$ cat src/design/dfc_pkg.sv
// ---------------------------------------------------------------------------
// Dark frame calibration package
// Shared widths, field codes, register indexes and divider interface types.
// ---------------------------------------------------------------------------
package dfc_pkg;

  // Field widths fixed by the item format.
  localparam int MODE_W  = 2;
  localparam int IDX_W   = 20;
  localparam int PIX_W   = 16;
  localparam int CFG_A_W = 1;

  // Parameter defaults.
  localparam int NUM_PIXELS_DEF = 1048576;
  localparam int MAX_FRAMES_DEF = 255;

  // Largest pixel value, which also marks a saturated sum.
  localparam logic [PIX_W-1:0] PIX_MAX = 16'hFFFF;

  // Mode codes of an input item.
  localparam logic [MODE_W-1:0] MODE_CAPTURE  = 2'd0;
  localparam logic [MODE_W-1:0] MODE_FINALIZE = 2'd1;
  localparam logic [MODE_W-1:0] MODE_CORRECT  = 2'd2;

  // Configuration register indexes.
  localparam logic [CFG_A_W-1:0] CFG_BAD_LIMIT  = 1'd0;
  localparam logic [CFG_A_W-1:0] CFG_FILL_VALUE = 1'd1;

  // Request to the shared divider.
  typedef struct packed {
    logic             start;
    logic [IDX_W-1:0] dividend;
  } dfc_div_req_t;

  // Status and quotient from the shared divider.
  typedef struct packed {
    logic             done;
    logic [IDX_W-1:0] quotient;
  } dfc_div_stat_t;

endpackage

$ cat src/design/dfc_div.sv
// ---------------------------------------------------------------------------
// Shared serial divider
// Restoring division, one quotient bit per cycle.
// ---------------------------------------------------------------------------
module dfc_div import dfc_pkg::*; #(
  parameter int DVW = 21
) (
  input  logic          clk,
  input  logic          rst_n,
  input  dfc_div_req_t  req,
  input  logic [DVW-1:0] divisor,
  output dfc_div_stat_t stat
);

  localparam int SW = $clog2(IDX_W + 1);

  logic           run_r;
  logic           done_r;
  logic [SW-1:0]  step_r;
  logic [DVW-1:0] div_r;
  logic [DVW-1:0] rem_r;
  logic [IDX_W-1:0] quo_r;

  logic [DVW:0] trial;
  logic [DVW:0] diff;
  logic         fits;

  // One trial subtraction of the shifted partial remainder.
  assign trial = {rem_r, quo_r[IDX_W-1]};
  assign fits  = (trial >= {1'b0, div_r});
  assign diff  = trial - {1'b0, div_r};

  // Step control.
  always_ff @(posedge clk) begin
    if (!rst_n) begin
      run_r  <= 1'b0;
      done_r <= 1'b0;
      step_r <= '0;
    end else begin
      done_r <= 1'b0;
      if (req.start) begin
        run_r  <= 1'b1;
        step_r <= '0;
      end else if (run_r) begin
        step_r <= step_r + 1'b1;
        if (step_r == SW'(IDX_W - 1)) begin
          run_r  <= 1'b0;
          done_r <= 1'b1;
        end
      end
    end
  end

  // Operand and partial result registers.
  always_ff @(posedge clk) begin
    if (req.start) begin
      div_r <= divisor;
      rem_r <= '0;
      quo_r <= req.dividend;
    end else if (run_r) begin
      rem_r <= fits ? diff[DVW-1:0] : trial[DVW-1:0];
      quo_r <= {quo_r[IDX_W-2:0], fits};
    end
  end

  assign stat.done     = done_r;
  assign stat.quotient = quo_r;

endmodule

$ cat config.mk
export PLATFORM = sky130hd
export DESIGN_NAME = dfc_div
export DESIGN_NICKNAME = d
export VERILOG_FILES = /design/src/design/dfc_pkg.sv /design/src/design/dfc_div.sv
export SDC_FILE = /design/constraint.sdc
export NUM_CORES = 1
export LEC_CHECK = 0
export ABC_AREA = 1
export BUFFER_PORTS_ARGS = -buffer_cell sky130_fd_sc_hd__buf_2
export CORE_ASPECT_RATIO = 0.8
export CORE_MARGIN = 5
export CORE_UTILIZATION = 52
export CTS_CLUSTER_DIAMETER = 80
export DETAILED_ROUTE_END_ITERATION = 8
export PLACE_DENSITY = 0.83
export SLEW_MARGIN = 25
export SYNTH_ARGS = -nofsm -noshare
export SYNTH_HDL_FRONTEND = slang
export SYNTH_SLANG_ARGS = --single-unit
export TNS_END_PERCENT = 10
$ cat constraint.sdc
create_clock -name clk -period 2 [get_ports clk]
set_input_delay 0.2 -clock clk [delete_from_list [all_inputs] [get_ports clk]]
set_output_delay 0.2 -clock clk [all_outputs]
set_load 0.005 [all_outputs]
Word level (Yosys, flattened, before mapping)
Cells that the tools add are included.
{"block": "word_totals", "reg_bits": 69, "wordCells": 22}
{"block": "op_classes", "n_addsub": 2, "n_lt_le_gt_ge": 1, "n_eq_ne": 1, "n_mux": 7, "bitwise": 2, "n_reduce_logical": 3}
{"operator": "$mux W20", "n": 2}
{"operator": "$ge A22 B21 Y1", "n": 1}
{"operator": "$mux W21", "n": 1}
{"operator": "$sub A21 B21 Y21", "n": 1}
{"operator": "$add A5 B1 Y5 const B", "n": 1}
{"operator": "$eq A5 B5 Y1 const B", "n": 1}
{"operator": "$mux W1", "n": 4}
{"operator": "$reduce_or A3 Y1", "n": 1}
{"operator": "$not A1 Y1", "n": 2}
{"operator": "$reduce_bool A2 Y1", "n": 1}
{"operator": "$reduce_or A2 Y1", "n": 1}

Depth between registers and ports, before layout
Gate-level depths: netlist of run 1.
{"block": "logic_depth", "ltp_word": 4, "ltp_mapped": 15}

Worst setup path after synthesis of run 1
OpenSTA, ideal clock, no wires.
{"block": "synth_path", "path_type": "reg-to-reg", "from": "register quo_r[19]", "to": "register quo_r[0] (data pin)", "setup_ns": 0.268, "t_arrival_ns": 1.783, "slack_ns": -0.051, "path_stages_with_launch": 12, "n_path_buf": 1, "period_less_slack_ns": 2.051, "path_cell_list": "edfxtp_1 -> inv_1 -> ha_1 -> inv_1 -> fa_1 -> nand3_1 -> nand3_1 -> nand2_2 -> nand2_2 -> nand2_4 -> buf_2 -> a31oi_1"}
{"block": "synth_via", "elab_chain_cells": 3}
{"element": "start: declaration", "line": "dfc_div.sv:22", "rtl": "logic [IDX_W-1:0] quo_r;"}
{"element": "start signal: assignment", "line": "dfc_div.sv:59", "rtl": "quo_r <= req.dividend;"}
{"element": "start signal: assignment", "line": "dfc_div.sv:62", "rtl": "quo_r <= {quo_r[IDX_W-2:0], fits};"}
{"element": "$ge A22 B21 Y1", "line": "dfc_div.sv:30", "rtl": "assign fits = (trial >= {1'b0, div_r});"}
{"element": "$mux W20", "line": "dfc_div.sv:60", "rtl": "end else if (run_r) begin"}
{"element": "$mux W20", "line": "dfc_div.sv:56", "rtl": "if (req.start) begin"}
No other way between the ends. The select of a mux whose other input is x is not followed.
A chain may end at the register's enable or synchronous reset.

Worst setup path after layout of run 1
{"block": "layout_path", "from": "register quo_r[19]", "to": "register rem_r[19]"}
{"block": "layout_via", "elab_chain_cells": 2, "word_cells_on_any_way": 3}
{"element": "$sub A21 B21 Y21 / $ge A22 B21 Y1 (equally long branches)", "line": "dfc_div.sv:31, dfc_div.sv:30"}
{"element": "$mux W21 (*)", "line": "dfc_div.sv:61", "rtl": "rem_r <= fits ? diff[DVW-1:0] : trial[DVW-1:0];"}
{"element": "end signal: assignment", "line": "dfc_div.sv:61"}
{"element": "end: declaration", "line": "dfc_div.sv:21", "rtl": "logic [DVW-1:0] rem_r;"}
Every way passes the cells marked *; elsewhere a longest branch is shown, timed or not.

==> flow_metrics.env, run 1 <==
export IMPL_status="complete, but fails checks"
export IMPL_failed_checks="negative setup slack"
export IMPL_synth_top_area_share=0.282
export IMPL_synth_yosys_warnings=0
export IMPL_nNetsFinal=780
export IMPL_rsz0062_at_grt="true"
export IMPL_drcViolationCount=0
export IMPL_grt_pass1_wl_mm=19.0
export IMPL_skew_ps=11.8
export IMPL_rr_worst_depth=15
export IMPL_drv_slew=0
export IMPL_io_pins=65
export IMPL_clkTransAtPathRegs_ps=80
export IMPL_dr_total_vias=4343
export IMPL_dp_final_hpwl_mm=8.09
export IMPL_ys_ff_latch=69
export IMPL_rows=29
export IMPL_worst_slack_ps=-97.5
export IMPL_hold_violations=0
export IMPL_fin_area_um2=5680
export IMPL_setup_viol=22
export IMPL_initial_utilization=0.543
export IMPL_async_reset_ff_frac=0
export IMPL_met1_length_mm=5.03
export IMPL_clk_latency_ps=360
export IMPL_synth_nets=664
export IMPL_hold_path_startpoint="divisor[1]"
export IMPL_start_kind="flip-flop"
export IMPL_drtAntennaViolNets=0
export IMPL_p_leak_nw=2.94
export IMPL_synthCells=597
export IMPL_routed_via_density=5.26
export IMPL_final_seq_area_um2=1790
export IMPL_drt_iter0_markers=349
export IMPL_multi_input_area_um2=2330
export IMPL_wl_met2_mm=5.42
export IMPL_vdd_drop_max_v=0.000491
export IMPL_grt_max_degree=28
export IMPL_hold_path_class="in2reg"
export IMPL_synth_cell_type_count=36
export IMPL_cap_violations=0
export IMPL_grt_pass1_vias=4204
export IMPL_clock_path_buffers=2
export IMPL_critPathMaxFanout=5
export IMPL_fin_crit_sh=1.05
export IMPL_io_buffers=64
export IMPL_die_area_um2=10400
export IMPL_slew_headroom=0.453
export IMPL_critPathCaptureType="flip-flop"
export IMPL_cts_tree="done"
export IMPL_drive_gt1_frac=0.280
export IMPL_dr_wl_met3_mm=1.23
export IMPL_placed_area_um2=5010
export IMPL_numClockSinks=69
export IMPL_cts_buffers=9
export IMPL_synth_yosys_seq_area_share=0.410
export IMPL_synth_area_leader_cell="edfxtp_1"
export IMPL_top_layer_used="met4"
export IMPL_core_area_um2=8060
export IMPL_n_antenna_cell=0
export IMPL_min_path_cells=1
export IMPL_antenna_found_initial=0
export IMPL_overflow=0
export IMPL_chipHeight_um=92.0
export IMPL_yosysMostFrequentCell="nand2_1"
export IMPL_globalplace_congestion=0.967
export IMPL_root_buffer="clkbuf_8"
export IMPL_cp_arrival_ps=2370
export IMPL_pwr_density_cell_nw_per_um2=592
export IMPL_grtUsageTotal=0.223
export IMPL_die_x_um=113
export IMPL_synthTopCellsByArea="edfxtp_1, nand2_1, dfxtp_1"
export IMPL_synth_edf_count=41
export IMPL_dr_pass1_iters=5
export IMPL_r2r_start="quo_r[19]"
export IMPL_postSynthAreaPerCell_um2=7.32
export IMPL_fmax_mhz=477
export IMPL_totalWireLength_mm=11.9
export IMPL_fillers=616
export IMPL_wl_per_cell_um=14.5
export IMPL_syn_area_um2=4370
export IMPL_crit_path_start="quo_r[19]"
export IMPL_synth_flop_cell="edfxtp_1"
export IMPL_area_growth_pct=29.9
export IMPL_tightest_slew_ps=816
export IMPL_postLayoutCoreUtil=0.705
export IMPL_crit_required_ps=2270
export IMPL_yosys_top_cells_count="nand2_1, inv_1, nand3_1"
export IMPL_path_class="reg2reg"
export IMPL_finalCriticalPeriod_ps=2100
export IMPL_cts_htree_levels=3
sequential cells by signal (all words and copies together) (netlist names):
name,flops
run_r,1
done_r,1
step_r,5
rem_r,21
quo_r,20
div_r,21
critical path, stage by stage (launching register included):
cell and delay [ps]:
edfxtp_1 410, inv_2 100, ha_4 140, inv_4 40, fa_2 400, nand3_2 90
nand3_2 90, nand2_2 100, nand2_4 70, nand2_8 120, buf_8 140, nand3_2 60
nand2_1 80, clkinv_1 60, nand2_1 60, nand2_1 40
repair_timing:
item / CTS / global route
gates cloned: 0 / 3
setup endpoints to repair: 22 / 22
resized for setup: 5 / 51
pin swaps: 1 / 21
endpoints found under the hold margin: 1 / 3
setup buffers: 11 / 4
hold buffers: 1 / 3
metrics by stage:
step                      hold slack (ps)  worst slack, ps  total power, mW  TNS (ps)  std cells
final                                7.64            -97.5             3.36     -1380        826
after global placement                378             38.2             2.12         0        788
after global routing                -1.94             -198             3.50     -3890        826
after floorplan                       299             35.6             1.92         0        597
after CTS                           0.292            -1.39             3.30     -1.39        816
after detailed placement              379            -69.1             2.13      -474        788
final timing paths:
path / to / slack [ps]
worst min register to register: step_r[4] / 460
worst max-delay path: rem_r[19] / -100
worst max register to register: rem_r[19] / -100
worst min-delay path: div_r[1] / 8
area by class of cell:
class / instances / share of cell area
clock inverters: 6 / 0.0112
inverters: 102 / 0.0678
flip-flops and latches: 69 / 0.315
well taps: 108 / 0.0238
repair buffers: 119 / 0.150
multi-input cells: 412 / 0.410
clock buffers: 10 / 0.0225
cell families (layout without fill, tap and decap cells):
group                      count (synthesis)  count (layout)  synth area share
adders and majority gates                 23              23            0.0675
buffers and inverters                    116             237             0.110
xor gates and xnor gates                   8               8            0.0160
DFF                                       69              69             0.410
and+or+nand+nor                          349             349             0.357
AOI/OAI and AO/OA                         32              32            0.0398
power breakdown:
group	switching (mW)	leakage (nW)	internal, mW
clock	0.578	0.0943	0.577
combinational	0.315	2.21	0.250
sequential	0.0402	0.637	1.60
total	0.933	2.94	2.43
metal layers:
metal | GRT usage | vias to the layer above
li1 | - | 2120
met1 | 0.290 | 1967
met2 | 0.352 | 229
met3 | 0.0599 | 27
met4 | 0.0971 | 0
met5 | 0 | -
cell usage in the layout (no fill, tap or decap), types with 16 or more instances in the layout:
cell type	n
inv_1	94
ha_1	16
nand3_1	38
nor2_1	28
buf_2	64
edfxtp_1	41
buf_4	40
nand3_2	22
dfxtp_1	28
nand2_1	208
Power figures use the tool's default switching activity.
==> run 2, diff against run 1 <==
--- a/config.mk
+++ b/config.mk
@@ -7,11 +7,11 @@
 export LEC_CHECK = 0
 export ABC_AREA = 1
-export BUFFER_PORTS_ARGS = -buffer_cell sky130_fd_sc_hd__buf_2
 export CORE_ASPECT_RATIO = 0.8
 export CORE_MARGIN = 5
-export CORE_UTILIZATION = 52
+export CORE_UTILIZATION = 58
 export CTS_CLUSTER_DIAMETER = 80
 export DETAILED_ROUTE_END_ITERATION = 8
-export PLACE_DENSITY = 0.83
+export DONT_BUFFER_PORTS = 1
+export PLACE_DENSITY = 0.82
 export SLEW_MARGIN = 25
 export SYNTH_ARGS = -nofsm -noshare
==> constraint.sdc (replaced) <==
create_clock -name clk -period 2 [get_ports clk]
set_input_delay 0.1 -clock clk [delete_from_list [all_inputs] [get_ports clk]]
set_output_delay 0.1 -clock clk [all_outputs]
set_load 0.005 [all_outputs]
==> run 2 against run 1 <==
Net effect: the run still ends with negative setup slack left; die area shrank 9.3%; sequential power barely moved; clock-buffer cell count is the same; wire length shrank 4.5%; first-iteration DRC count shrank 14%; clock power up 12%; via count is 4.3% lower; sequential share of layout area increased by 0.54 points; register-to-register slack better by 80 ps; core utilization is 5.4 points higher; maximum frequency rose by 4.0%; power up 2.6%; critical endpoint is now rem_r[17].
==> flow_metrics.env, run 2 (synthesized netlist as in run 1, its figures left out) <==
export IMPL_status="complete, but fails checks"
export IMPL_failed_checks="negative setup slack"
export IMPL_cts_tree="done"
export IMPL_drcViolationCount=0
export IMPL_tightest_slew_ps=693
export IMPL_clkTransAtPathRegs_ps=80
export IMPL_routed_via_density=5.40
export IMPL_chipHeight_um=87.7
export IMPL_rr_worst_depth=13
export IMPL_drt_iter0_markers=301
export IMPL_area_growth_pct=27.7
export IMPL_postLayoutCoreUtil=0.759
export IMPL_critPathCaptureType="flip-flop"
export IMPL_root_buffer="clkbuf_8"
export IMPL_drv_slew=0
export IMPL_final_cell_mix="nand2_1, inv_1, nand3_1, edfxtp_1, dlygate4sd3_1"
export IMPL_die_x_um=107
export IMPL_grt_pass1_wl_mm=18.8
export IMPL_hold_path_class="in2reg"
export IMPL_pwr_density_cell_nw_per_um2=618
export IMPL_r2r_slack_ps=-20
export IMPL_crit_required_ps=2240
export IMPL_start_kind="flip-flop"
export IMPL_critPathMaxFanout=5
export IMPL_cp_arrival_ps=2260
export IMPL_clock_path_buffers=2
export IMPL_rows=28
export IMPL_wl_per_cell_um=14.8
export IMPL_cts_buffers=9
export IMPL_globalplace_congestion=0.930
export IMPL_skew_ps=11.9
export IMPL_rsz0062_at_grt="true"
export IMPL_totalWireLength_mm=11.4
export IMPL_vdd_drop_max_v=0.000566
export IMPL_initial_utilization=0.594
export IMPL_final_common_cell="nand2_1"
export IMPL_cap_violations=0
export IMPL_r2r_start="div_r[15]"
export IMPL_crit_path_start="div_r[15]"
export IMPL_n_antenna_cell=0
export IMPL_slew_headroom=0.535
export IMPL_finalPower_mw=3.45
export IMPL_finalCriticalPeriod_ps=2020
export IMPL_dp_final_hpwl_mm=7.66
export IMPL_die_area_um2=9390
export IMPL_hold_violations=0
export IMPL_io_buffers=0
export IMPL_grt_pass1_vias=4183
export IMPL_fmax_mhz=496
export IMPL_grtUsageTotal=0.252
export IMPL_nNetsFinal=741
export IMPL_numClockSinks=69
export IMPL_dr_total_vias=4155
export IMPL_worst_slack_ps=-17.2
export IMPL_io_pins=65
export IMPL_antenna_found_initial=0
export IMPL_setup_viol=3
export IMPL_overflow=0
export IMPL_worstSetupEndpoint="rem_r[17]"
export IMPL_core_area_um2=7360
export IMPL_fin_crit_sh=1.01
export IMPL_reg_top3="div_r x21, rem_r x21, quo_r x20"
export IMPL_clk_latency_ps=350
export IMPL_grt_max_degree=42
export IMPL_path_class="reg2reg"
export IMPL_dr_pass1_iters=5
export IMPL_cts_htree_levels=3
export IMPL_p_leak_nw=2.74
export IMPL_rr_endpoint="rem_r[17]"
export IMPL_drive_gt1_frac=0.181
export IMPL_drtAntennaViolNets=0
[run 2: cell types whose count changed in the layout (fill, tap and decap cells not counted), sizes merged]
cell / change
clkinv: -3
clkbuf: -3
inv: +2
dlygate4sd3: +37
bufinv: +1
buf: -73
[run 2: power by group]
| part | leakage (nW) | internal (mW) | switching (mW) |
|---|---|---|---|
| clock network | 0.107 | 0.713 | 0.579 |
| registers | 0.637 | 1.60 | 0.0516 |
| logic | 2.00 | 0.224 | 0.280 |
[run 2: critical path, stage by stage (launching register included)]
cell	delay [ps]
edfxtp_1	360
inv_1	80
ha_2	320
a21oi_4	190
nor2_1	80
nor2_2	140
nor2_2	70
nor2_4	230
buf_6	170
nand3_2	80
nand2_2	50
inv_1	40
nand2_1	60
nand2_1	40
[run 2: worst min-delay path by stage]
stage	cells after the start	end	slack, ps	start
floorplan	0	div_r[0]	200	divisor[0]
global placement	0	div_r[1]	200	divisor[1]
detailed placement	0	div_r[3]	200	divisor[3]
CTS	2	quo_r[0]	30	req[0]
global route	2	quo_r[0]	30	req[0]
finish	2	quo_r[0]	30	req[0]
[run 2: metal layers]
layer | wire, µm | track usage
met5 | 0 | 0
met4 | 306 | 0.118
met1 | 4880 | 0.313
met2 | 5270 | 0.410
met3 | 951 | 0.0707
[run 2: final cells by class]
| cell class | count | area [µm²] |
|---|---|---|
| fill | 533 | 1770 |
| tap | 90 | 113 |
| clock buffer | 10 | 128 |
| multi-input combinational | 412 | 2330 |
| inverter | 102 | 383 |
| sequential | 69 | 1790 |
| clock inverter | 6 | 93.8 |
| timing repair buffer | 80 | 743 |
[run 2: per-stage QoR]
| stage | hold slack, ps | setup TNS [ps] | std cells | worst slack, ps | cell area [µm²] |
|---|---|---|---|---|---|
| 2_1_floorplan | 199 | 0 | 597 | 35.6 | 4380 |
| 3_3_place_gp | 199 | 0 | 702 | 29.1 | 4610 |
| 3_5_place_dp | 199 | -615 | 702 | -62.3 | 4610 |
| 4_1_cts | 29.5 | -26.4 | 766 | -10.8 | 5380 |
| 5_1_grt | 28.8 | -2070 | 769 | -139 | 5590 |
| 6_report | 32.0 | -22.2 | 769 | -17.2 | 5590 |
[run 2: timing repair]
action	in CTS	in global routing
pin swaps	8	18
setup buffers	6	2
gates resized for setup	19	34
hold endpoints to repair	65	0
hold buffers	42	0
setup endpoints to repair	22	22
cloned	0	1
